File: src/hw/rtl/sph_pfa_pkg.sv
// Shared types, constants, micro-program and helpers of the SPH pair force block.
package sph_pfa_pkg;

	// Fixed-point constants
	localparam logic [63:0] ONE_Q32   = 64'h0000_0001_0000_0000;
	localparam logic [63:0] KERNEL_K  = 64'd107661530903;
	localparam logic [63:0] TERM_CAP  = 64'h2000_0000_0000_0000;
	localparam logic [63:0] SCALE24   = 64'h0000_0000_0100_0000;
	localparam logic [63:0] SIGN_BIT  = 64'h8000_0000_0000_0000;
	localparam logic [63:0] TAIT_DIV  = 64'd1792;
	localparam logic [63:0] VISC_DIV  = 64'd100;

	// Configuration register indexes
	localparam logic [2:0] CFG_SMOOTH = 3'd0;
	localparam logic [2:0] CFG_SOUND  = 3'd1;
	localparam logic [2:0] CFG_RHO0   = 3'd2;
	localparam logic [2:0] CFG_ALPHA  = 3'd3;
	localparam logic [2:0] CFG_MASS   = 3'd4;

	// Micro-operations
	localparam logic [3:0] OP_MD     = 4'd0;
	localparam logic [3:0] OP_ADD    = 4'd1;
	localparam logic [3:0] OP_SUB    = 4'd2;
	localparam logic [3:0] OP_SQRT   = 4'd3;
	localparam logic [3:0] OP_SACC   = 4'd4;
	localparam logic [3:0] OP_VDR    = 4'd5;
	localparam logic [3:0] OP_TAITD  = 4'd6;
	localparam logic [3:0] OP_PTAIT  = 4'd7;
	localparam logic [3:0] OP_PVISC  = 4'd8;
	localparam logic [3:0] OP_PMAG   = 4'd9;
	localparam logic [3:0] OP_ACCF   = 4'd10;
	localparam logic [3:0] OP_ACCD   = 4'd11;
	localparam logic [3:0] OP_BROOR  = 4'd12;
	localparam logic [3:0] OP_BRNAPP = 4'd13;
	localparam logic [3:0] OP_END    = 4'd14;

	// Operand sources
	localparam int unsigned SRC_N = 32;
	localparam logic [4:0] S_ONE    = 5'd0;
	localparam logic [4:0] S_Q32    = 5'd1;
	localparam logic [4:0] S_KK     = 5'd2;
	localparam logic [4:0] S_S24    = 5'd3;
	localparam logic [4:0] S_C1792  = 5'd4;
	localparam logic [4:0] S_C100   = 5'd5;
	localparam logic [4:0] S_H      = 5'd6;
	localparam logic [4:0] S_C      = 5'd7;
	localparam logic [4:0] S_RHO0   = 5'd8;
	localparam logic [4:0] S_ALPHA  = 5'd9;
	localparam logic [4:0] S_M      = 5'd10;
	localparam logic [4:0] S_D0     = 5'd11;
	localparam logic [4:0] S_D1     = 5'd12;
	localparam logic [4:0] S_D2     = 5'd13;
	localparam logic [4:0] S_V0     = 5'd14;
	localparam logic [4:0] S_V1     = 5'd15;
	localparam logic [4:0] S_V2     = 5'd16;
	localparam logic [4:0] S_RHOI   = 5'd17;
	localparam logic [4:0] S_RHOJ   = 5'd18;
	localparam logic [4:0] S_RHOSUM = 5'd19;
	localparam logic [4:0] S_R2     = 5'd20;
	localparam logic [4:0] S_H2     = 5'd21;
	localparam logic [4:0] S_X      = 5'd22;
	localparam logic [4:0] S_Y      = 5'd23;
	localparam logic [4:0] S_W      = 5'd24;
	localparam logic [4:0] S_G      = 5'd25;
	localparam logic [4:0] S_T      = 5'd26;
	localparam logic [4:0] S_T2     = 5'd27;
	localparam logic [4:0] S_T4     = 5'd28;
	localparam logic [4:0] S_CC     = 5'd29;
	localparam logic [4:0] S_VDR    = 5'd30;
	localparam logic [4:0] S_PMAG   = 5'd31;

	// Write destinations
	localparam logic [3:0] D_R2 = 4'd0;
	localparam logic [3:0] D_H2 = 4'd1;
	localparam logic [3:0] D_X  = 4'd2;
	localparam logic [3:0] D_Y  = 4'd3;
	localparam logic [3:0] D_W  = 4'd4;
	localparam logic [3:0] D_G  = 4'd5;
	localparam logic [3:0] D_T  = 4'd6;
	localparam logic [3:0] D_T2 = 4'd7;
	localparam logic [3:0] D_T4 = 4'd8;
	localparam logic [3:0] D_CC = 4'd9;

	localparam int unsigned PC_W = 7;
	localparam logic [PC_W-1:0] PC_PMAG = 7'd48;
	localparam logic [PC_W-1:0] PC_END  = 7'd73;

	typedef struct packed {
		logic [3:0] op;
		logic [3:0] dst;
		logic [4:0] a;
		logic [4:0] b;
		logic [4:0] c;
		logic [1:0] k;
	} instr_t;

	typedef struct packed {
		logic   load;
		logic   start;
		logic   exec;
		logic   emit;
		instr_t ins;
	} cmd_t;

	typedef struct packed {
		logic done;
		logic oor;
		logic approach;
		logic last;
		logic out_free;
	} stat_t;

	typedef struct packed {
		logic signed [31:0] dx;
		logic signed [31:0] dy;
		logic signed [31:0] dz;
		logic signed [31:0] dvx;
		logic signed [31:0] dvy;
		logic signed [31:0] dvz;
		logic [31:0]        rho_self;
		logic [31:0]        rho_other;
		logic               last_pair;
	} pair_t;

	typedef struct packed {
		logic signed [63:0] force_x;
		logic signed [63:0] force_y;
		logic signed [63:0] force_z;
		logic signed [63:0] density_rate;
		logic               saturated;
	} res_t;

	function automatic instr_t mk(input logic [3:0] op, input logic [3:0] dst,
			input logic [4:0] a, input logic [4:0] b, input logic [4:0] c,
			input logic [1:0] k);
		instr_t i;
		i.op = op;
		i.dst = dst;
		i.a = a;
		i.b = b;
		i.c = c;
		i.k = k;
		return i;
	endfunction

	// Micro-program for one pair
	function automatic instr_t prog(input logic [PC_W-1:0] pc);
		instr_t i;
		case (pc)
			// r squared and h squared, range check
			7'd0:  i = mk(OP_MD,  D_R2, S_D0, S_D0, S_ONE, 2'd0);
			7'd1:  i = mk(OP_MD,  D_X,  S_D1, S_D1, S_ONE, 2'd0);
			7'd2:  i = mk(OP_ADD, D_R2, S_R2, S_X,  S_ONE, 2'd0);
			7'd3:  i = mk(OP_MD,  D_X,  S_D2, S_D2, S_ONE, 2'd0);
			7'd4:  i = mk(OP_ADD, D_R2, S_R2, S_X,  S_ONE, 2'd0);
			7'd5:  i = mk(OP_MD,  D_H2, S_H,  S_H,  S_ONE, 2'd0);
			7'd6:  i = mk(OP_BROOR, D_X, S_ONE, S_ONE, S_ONE, 2'd0);
			// kernel gradient
			7'd7:  i = mk(OP_SQRT, D_X, S_R2, S_ONE, S_ONE, 2'd0);
			7'd8:  i = mk(OP_SUB, D_W,  S_H,  S_X,  S_ONE, 2'd0);
			7'd9:  i = mk(OP_MD,  D_X,  S_W,  S_Q32, S_H,  2'd0);
			7'd10: i = mk(OP_MD,  D_X,  S_X,  S_X,  S_Q32, 2'd0);
			7'd11: i = mk(OP_MD,  D_G,  S_X,  S_KK, S_Q32, 2'd0);
			// dv.dr by sign-split partial sums
			7'd12: i = mk(OP_MD,  D_X,  S_D0, S_V0, S_ONE, 2'd0);
			7'd13: i = mk(OP_SACC, D_X, S_ONE, S_ONE, S_ONE, 2'd0);
			7'd14: i = mk(OP_MD,  D_X,  S_D1, S_V1, S_ONE, 2'd0);
			7'd15: i = mk(OP_SACC, D_X, S_ONE, S_ONE, S_ONE, 2'd1);
			7'd16: i = mk(OP_MD,  D_X,  S_D2, S_V2, S_ONE, 2'd0);
			7'd17: i = mk(OP_SACC, D_X, S_ONE, S_ONE, S_ONE, 2'd2);
			7'd18: i = mk(OP_VDR, D_X,  S_ONE, S_ONE, S_ONE, 2'd0);
			7'd19: i = mk(OP_MD,  D_CC, S_C,  S_C,  S_ONE, 2'd0);
			// Tait term of particle i
			7'd20: i = mk(OP_MD,  D_T,  S_RHOI, S_Q32, S_RHO0, 2'd0);
			7'd21: i = mk(OP_MD,  D_T2, S_T,  S_T,  S_Q32, 2'd0);
			7'd22: i = mk(OP_MD,  D_T4, S_T2, S_T2, S_Q32, 2'd0);
			7'd23: i = mk(OP_MD,  D_X,  S_T4, S_T2, S_Q32, 2'd0);
			7'd24: i = mk(OP_MD,  D_X,  S_X,  S_T,  S_Q32, 2'd0);
			7'd25: i = mk(OP_TAITD, D_X, S_ONE, S_ONE, S_ONE, 2'd0);
			7'd26: i = mk(OP_MD,  D_X,  S_CC, S_X,  S_RHOI, 2'd0);
			7'd27: i = mk(OP_MD,  D_X,  S_X,  S_RHO0, S_RHOI, 2'd0);
			7'd28: i = mk(OP_MD,  D_X,  S_X,  S_ONE, S_C1792, 2'd0);
			7'd29: i = mk(OP_PTAIT, D_X, S_ONE, S_ONE, S_ONE, 2'd0);
			// Tait term of neighbour j
			7'd30: i = mk(OP_MD,  D_T,  S_RHOJ, S_Q32, S_RHO0, 2'd0);
			7'd31: i = mk(OP_MD,  D_T2, S_T,  S_T,  S_Q32, 2'd0);
			7'd32: i = mk(OP_MD,  D_T4, S_T2, S_T2, S_Q32, 2'd0);
			7'd33: i = mk(OP_MD,  D_X,  S_T4, S_T2, S_Q32, 2'd0);
			7'd34: i = mk(OP_MD,  D_X,  S_X,  S_T,  S_Q32, 2'd0);
			7'd35: i = mk(OP_TAITD, D_X, S_ONE, S_ONE, S_ONE, 2'd0);
			7'd36: i = mk(OP_MD,  D_X,  S_CC, S_X,  S_RHOJ, 2'd0);
			7'd37: i = mk(OP_MD,  D_X,  S_X,  S_RHO0, S_RHOJ, 2'd0);
			7'd38: i = mk(OP_MD,  D_X,  S_X,  S_ONE, S_C1792, 2'd0);
			7'd39: i = mk(OP_PTAIT, D_X, S_ONE, S_ONE, S_ONE, 2'd0);
			// artificial viscosity, approaching pairs only
			7'd40: i = mk(OP_BRNAPP, D_X, S_ONE, S_ONE, S_ONE, 2'd0);
			7'd41: i = mk(OP_MD,  D_X,  S_H2, S_ONE, S_C100, 2'd0);
			7'd42: i = mk(OP_ADD, D_X,  S_R2, S_X,  S_ONE, 2'd0);
			7'd43: i = mk(OP_MD,  D_X,  S_H,  S_VDR, S_X,  2'd0);
			7'd44: i = mk(OP_MD,  D_Y,  S_ALPHA, S_C, S_ONE, 2'd0);
			7'd45: i = mk(OP_ADD, D_Y,  S_Y,  S_Y,  S_ONE, 2'd0);
			7'd46: i = mk(OP_MD,  D_X,  S_Y,  S_X,  S_RHOSUM, 2'd0);
			7'd47: i = mk(OP_PVISC, D_X, S_ONE, S_ONE, S_ONE, 2'd0);
			7'd48: i = mk(OP_PMAG, D_X, S_ONE, S_ONE, S_ONE, 2'd0);
			// force, x
			7'd49: i = mk(OP_MD,  D_X,  S_D0, S_G,  S_H,  2'd0);
			7'd50: i = mk(OP_MD,  D_X,  S_X,  S_M,  S_H,  2'd0);
			7'd51: i = mk(OP_MD,  D_X,  S_X,  S_M,  S_H,  2'd0);
			7'd52: i = mk(OP_MD,  D_X,  S_X,  S_PMAG, S_H, 2'd0);
			7'd53: i = mk(OP_MD,  D_X,  S_X,  S_S24, S_H, 2'd0);
			7'd54: i = mk(OP_ACCF, D_X, S_ONE, S_ONE, S_ONE, 2'd0);
			// force, y
			7'd55: i = mk(OP_MD,  D_X,  S_D1, S_G,  S_H,  2'd0);
			7'd56: i = mk(OP_MD,  D_X,  S_X,  S_M,  S_H,  2'd0);
			7'd57: i = mk(OP_MD,  D_X,  S_X,  S_M,  S_H,  2'd0);
			7'd58: i = mk(OP_MD,  D_X,  S_X,  S_PMAG, S_H, 2'd0);
			7'd59: i = mk(OP_MD,  D_X,  S_X,  S_S24, S_H, 2'd0);
			7'd60: i = mk(OP_ACCF, D_X, S_ONE, S_ONE, S_ONE, 2'd1);
			// force, z
			7'd61: i = mk(OP_MD,  D_X,  S_D2, S_G,  S_H,  2'd0);
			7'd62: i = mk(OP_MD,  D_X,  S_X,  S_M,  S_H,  2'd0);
			7'd63: i = mk(OP_MD,  D_X,  S_X,  S_M,  S_H,  2'd0);
			7'd64: i = mk(OP_MD,  D_X,  S_X,  S_PMAG, S_H, 2'd0);
			7'd65: i = mk(OP_MD,  D_X,  S_X,  S_S24, S_H, 2'd0);
			7'd66: i = mk(OP_ACCF, D_X, S_ONE, S_ONE, S_ONE, 2'd2);
			// density rate
			7'd67: i = mk(OP_MD,  D_X,  S_VDR, S_G, S_H,  2'd0);
			7'd68: i = mk(OP_MD,  D_X,  S_X,  S_M,  S_H,  2'd0);
			7'd69: i = mk(OP_MD,  D_X,  S_X,  S_S24, S_H, 2'd0);
			7'd70: i = mk(OP_MD,  D_X,  S_X,  S_S24, S_H, 2'd0);
			7'd71: i = mk(OP_MD,  D_X,  S_X,  S_S24, S_H, 2'd0);
			7'd72: i = mk(OP_ACCD, D_X, S_ONE, S_ONE, S_ONE, 2'd0);
			default: i = mk(OP_END, D_X, S_ONE, S_ONE, S_ONE, 2'd0);
		endcase
		return i;
	endfunction

	// Saturating add of a signed magnitude to a two's complement sum; MSB is the clip flag
	function automatic logic [64:0] acc_add(input logic [63:0] acc, input logic neg,
			input logic [63:0] mag);
		logic [63:0] b;
		logic [64:0] s;
		logic [63:0] v;
		logic        clip;
		b = acc ^ SIGN_BIT;
		s = {1'b0, b} + {1'b0, mag};
		clip = 1'b0;
		if (!neg) begin
			if (s[64]) begin
				v = '1;
				clip = 1'b1;
			end else begin
				v = s[63:0];
			end
		end else if (mag > b) begin
			v = '0;
			clip = 1'b1;
		end else begin
			v = b - mag;
		end
		return {clip, v ^ SIGN_BIT};
	endfunction

endpackage

File: src/hw/rtl/sph_pfa_ctrl.sv
// Controller: steps through the micro-program for each accepted pair.
module sph_pfa_ctrl import sph_pfa_pkg::*; (
	input  logic  clk,
	input  logic  arst_n,
	input  logic  pair_valid,
	output logic  pair_ready,
	input  stat_t stat,
	output cmd_t  cmd
);

	localparam logic [1:0] ST_IDLE  = 2'd0;
	localparam logic [1:0] ST_FETCH = 2'd1;
	localparam logic [1:0] ST_WAIT  = 2'd2;

	logic [1:0]      state_q, state_nx;
	logic [PC_W-1:0] pc_q, pc_nx;
	instr_t          ins;

	assign ins = prog(pc_q);

	// Decode the current step
	always_comb begin
		state_nx = state_q;
		pc_nx = pc_q;
		cmd.load = 1'b0;
		cmd.start = 1'b0;
		cmd.exec = 1'b0;
		cmd.emit = 1'b0;
		cmd.ins = ins;
		pair_ready = (state_q == ST_IDLE);
		case (state_q)
			ST_IDLE: begin
				if (pair_valid) begin
					cmd.load = 1'b1;
					pc_nx = '0;
					state_nx = ST_FETCH;
				end
			end
			ST_FETCH: begin
				case (ins.op)
					OP_MD, OP_SQRT: begin
						cmd.start = 1'b1;
						state_nx = ST_WAIT;
					end
					OP_BROOR: pc_nx = stat.oor ? PC_END : pc_q + 7'd1;
					OP_BRNAPP: pc_nx = stat.approach ? pc_q + 7'd1 : PC_PMAG;
					OP_END: begin
						// on the last pair, hold until the result register is free
						if (!stat.last) begin
							state_nx = ST_IDLE;
						end else if (stat.out_free) begin
							cmd.emit = 1'b1;
							state_nx = ST_IDLE;
						end
					end
					default: begin
						cmd.exec = 1'b1;
						pc_nx = pc_q + 7'd1;
					end
				endcase
			end
			ST_WAIT: begin
				if (stat.done) begin
					pc_nx = pc_q + 7'd1;
					state_nx = ST_FETCH;
				end
			end
			default: state_nx = ST_IDLE;
		endcase
	end

	always_ff @(posedge clk or negedge arst_n) begin
		if (!arst_n) begin
			state_q <= ST_IDLE;
			pc_q <= '0;
		end else begin
			state_q <= state_nx;
			pc_q <= pc_nx;
		end
	end

endmodule

File: config.mk
export PLATFORM = sky130hd
export DESIGN_NAME = sph_pfa_ctrl
export DESIGN_NICKNAME = d
export VERILOG_FILES = /design/src/hw/rtl/sph_pfa_pkg.sv /design/src/hw/rtl/sph_pfa_ctrl.sv
export SDC_FILE = /design/constraint.sdc
export NUM_CORES = 1
export LEC_CHECK = 0
export ABC_AREA = 1
export ABC_CLOCK_PERIOD_IN_PS = 2800
export BUFFER_PORTS_ARGS = -buffer_cell sky130_fd_sc_hd__buf_2
export CAP_MARGIN = 10
export CORE_MARGIN = 4
export CORE_UTILIZATION = 55
export CTS_BUF_LIST = sky130_fd_sc_hd__clkbuf_8
export DETAILED_ROUTE_END_ITERATION = 8
export PLACE_DENSITY = 0.8
export SYNTH_ARGS = -nofsm -noshare
export SYNTH_HDL_FRONTEND = slang
export SYNTH_SLANG_ARGS = --single-unit
export TNS_END_PERCENT = 1
File: constraint.sdc
create_clock -name clk -period 2.8 [get_ports clk]
set_input_delay 0.56 -clock clk [delete_from_list [all_inputs] [get_ports clk]]
set_output_delay 0.56 -clock clk [all_outputs]
set_load 0.02 [all_outputs]
==> summary.md <==
| Metric | Value |
|---|---|
| Gpl congestion | 1.17 |
| CP max FO | 8 |
| Clock group share of total power | 0.067 |
| Data required, critical path | 2240 ps |
| HP Class | input pin to asynchronous set/reset pin |
| Detailed Routing Iterations Pass 1 | 9 |
| Max incr delay on CP | 400 ps |
| Max Cap Viol | 0 |
| Inserted Clock Buffers | 3 |
| Syn nets | 509 |
| Antenna Nets Post-Route | 0 |
| Commonest non-fill, non-tap cell in the layout | nand2_1 |
| Leak | 0.00184 uW |
| Netlist Area Pre-Place | 0.00259 mm2 |
| Pwr per Cell Area | 613 mW/mm2 |
| Starting Density | 0.584 |
| Synthesis warning total | 0 |
| Crit path kind | flop to primary output |
| CP startpoint kind | flop |
| Io pins | 38 |
| Vert. Die Dim | 76.7 um |
| Cells after DPL | 587 |
| Main synth FF type | dfrtp_1 |
| Clock Skews | 0.697 ps |
| Worst slack, placed | 30.9 ps |
| Most used cell, CP | nand2_1 |
| Final Non-Filler Cells | 606 |
| Design area | 0.00351 mm2 |
| CTS Sinks | 9 |
| DP Area | 0.00302 mm2 |
| Logic pwr share | 0.844 |
| Clk_lat worst skew | 230 ps |
| CTS tree | done |
| Worst Path Arrival | 2310 ps |
| Final worst-path cycle share | 1.02 |
| Seq pwr share | 0.090 |
| Worst Max-Slew Pin Slew | 512 ps |
| Buffers added on ports | 37 |
| H-tree depth | 1 |
| Yosys reg bits | 9 |
| Final #Nets | 584 |
| Vias in the first global route | 3,369 |
| Seq/Total Area, Yosys | 0.0868 |
| Final max-slew violation count | 0 |
| Largest net degree at the start of global routing | 20 |
| CTS max path bufs | 2 |
| Routed wire length | 11,900 um |
| DR vias/cell | 6.70 |
| M2 GR Usage | 0.516 |
| Async set-reset flop share out of synthesis | 1.00 |
| Final routed DRC violation total | 50 |
| Congestion Overflow GR | 0 |
| Cell Int Power | 903 uW |
| Slew headroom | 0.659 |
| Critical path, cell by cell | clkinvlp_4 -> buf_4 -> nand2_1 -> nand3_1 -> nand2_1 -> nand2_1 -> nand2_2 -> nand3_4 -> nor2_4 -> nand3_2 -> nor2_2 -> buf_6 |
| Row cnt | 24 |
| GRT Max-Usage Layer | met2 |
| N_diodes | 0 |
| Sw Ratio | 0.580 |
| Gr usage total | 0.349 |
| Layout cells sized above 1 | 0.321 |
| Chip width | 76.7 um |
| Most frequent cells in the layout | nand2_1 (126), inv_1 (48), buf_4 (48), nor2_1 (43), nand3_1 (38) |
| Area growth from synthesis to layout | 35.2% |
| RSZ-0062 raised after global routing | true |
| Dpl hpwl | 8290 um |
| GR Layer Usage met3 | 0.0808 |
| Initial antenna violation count | 0 |
| Global-route wire length before repair | 16,700 um |
| F_max | 349 MHz |
| CTS Root Cell | clkbuf_8 |
| Failing checks | DRC, setup timing |
| Met1 Track Usage GR | 0.473 |
| DIE AREA | 0.00588 mm2 |
| VDD IR max | 678 uV |
| Fin crit period | 2870 ps |
| Final worst slack | -67.4 ps |
| Per-cell routed wire length | 19.7 um |
| Synth cell types | 42 |
| Register clock-pin slew on the reported worst setup and hold paths | 40 ps |
| Core box area | 0.00444 mm2 |
| Cell family with most CP delay | simple AND/OR/NAND/NOR gates |
| Setup violators final | 7 |
| Iteration-0 DRC Markers | 889 |
| Syn Area/Cell | 5.40 um2 |
| Crit-path slowest cell | dfrtp_2 |
| CP Capture Type | primary output |
| Buf/Inv on CP | 3 |
| Psw | 1250 uW |
| Post-synthesis instance total | 480 |
| Number of flops mapped to enable cells by yosys | 0 |
| Status | complete, but fails checks |
| Final hold vios | 0 |
| Vias post-DR | 4,060 |
-- per-stage QoR --
step | TNS (ps) | hold slack [ps] | power (uW) | utilization
global placement | 0 | 414 | 1650 | 0.680
detailed placement | 0 | 417 | 1640 | 0.680
finish | -205 | 171 | 2150 | 0.789
global route | -836 | 173 | 2280 | 0.789
CTS | -184 | 172 | 1810 | 0.698
floorplan | -170 | 264 | 1170 | -
-- worst paths after layout --
path / slack (ps) / endpoint / start / cells after the start
max reg2reg: 100 / pc_q[1] / pc_q[2] / 16
max: -70 / cmd[25] / pc_q[2] / 12
min reg2reg: 570 / state_q[0] / state_q[0] / 2
min in group clk: 570 / state_q[0] / state_q[0] / 2
max in group asynchronous: 2440 / pc_q[2] / arst_n / 1
min: 170 / state_q[0] / arst_n / 1
-- flip-flops by register name, indices dropped and copies added (netlist names) --
register  count
pc_q          7
state_q       2
-- final cells by class --
| class | count | area [um2] |
|---|---|---|
| Inverter | 61 | 238 |
| Clock buffer | 3 | 41.3 |
| Timing Repair Buffer | 90 | 624 |
| Clock inverter | 1 | 3.75 |
| Multi-Input combinational cell | 390 | 2300 |
| Tap cell | 52 | 65.1 |
| Sequential cell | 9 | 229 |
| Fill cell | 308 | 938 |
-- metal layers --
layer  wire, um  vias up
li1           -     1743
met1       4070     1727
met2       4940      460
met3       1900      130
met4       1020        0
met5          0        -
-- what timing repair did --
item,in CTS,in global routing
endpoints found under the setup margin,6,24
hold buffers,0,0
pin swaps,1,22
setup buffers,1,14
gates resized for setup,10,84
-- cells in the mapped netlist (2+ instances only) --
library cell	number	area [um2]
a2111oi_0	2	17.5
o22ai_1	3	18.8
or2_2	3	18.8
nand4_1	2	12.5
nor3_1	5	25.0
ha_1	21	263
o211ai_1	6	45.0
nor2_1	56	210
a221oi_1	4	35.0
o21ai_1	2	10.0
buf_6	3	33.8
nand2_2	6	37.5
buf_4	2	15.0
inv_2	3	11.3
inv_1	57	214
o311ai_0	3	26.3
o21ai_0	33	165
nor2_4	3	33.8
buf_2	6	30.0
o31ai_1	2	15.0
nand3_1	45	225
o221ai_1	2	17.5
o2111ai_1	3	26.3
a31oi_1	2	12.5
nor2_2	4	25.0
xor2_1	2	17.5
a32o_1	2	20.0
clkbuf_1	8	30.0
dfrtp_1	9	225
a21oi_1	30	150
nand2_1	140	526
-- kinds of logic after synthesis --
family          share of synthesized area
buf+inv                             0.132
flops                              0.0868
fa+ha+maj                           0.101
xor+xnor                          0.00675
simple gates                        0.438
compound gates                      0.235
-- power by group through the flow --
stage	sequential (uW)	combinational [uW]	clock [uW]
floorplan	196	976	0
global placement	183	1460	0
detailed placement	183	1460	0
CTS	183	1480	147
global route	196	1930	155
finish	193	1810	143
Power figures use the tool's default switching activity.
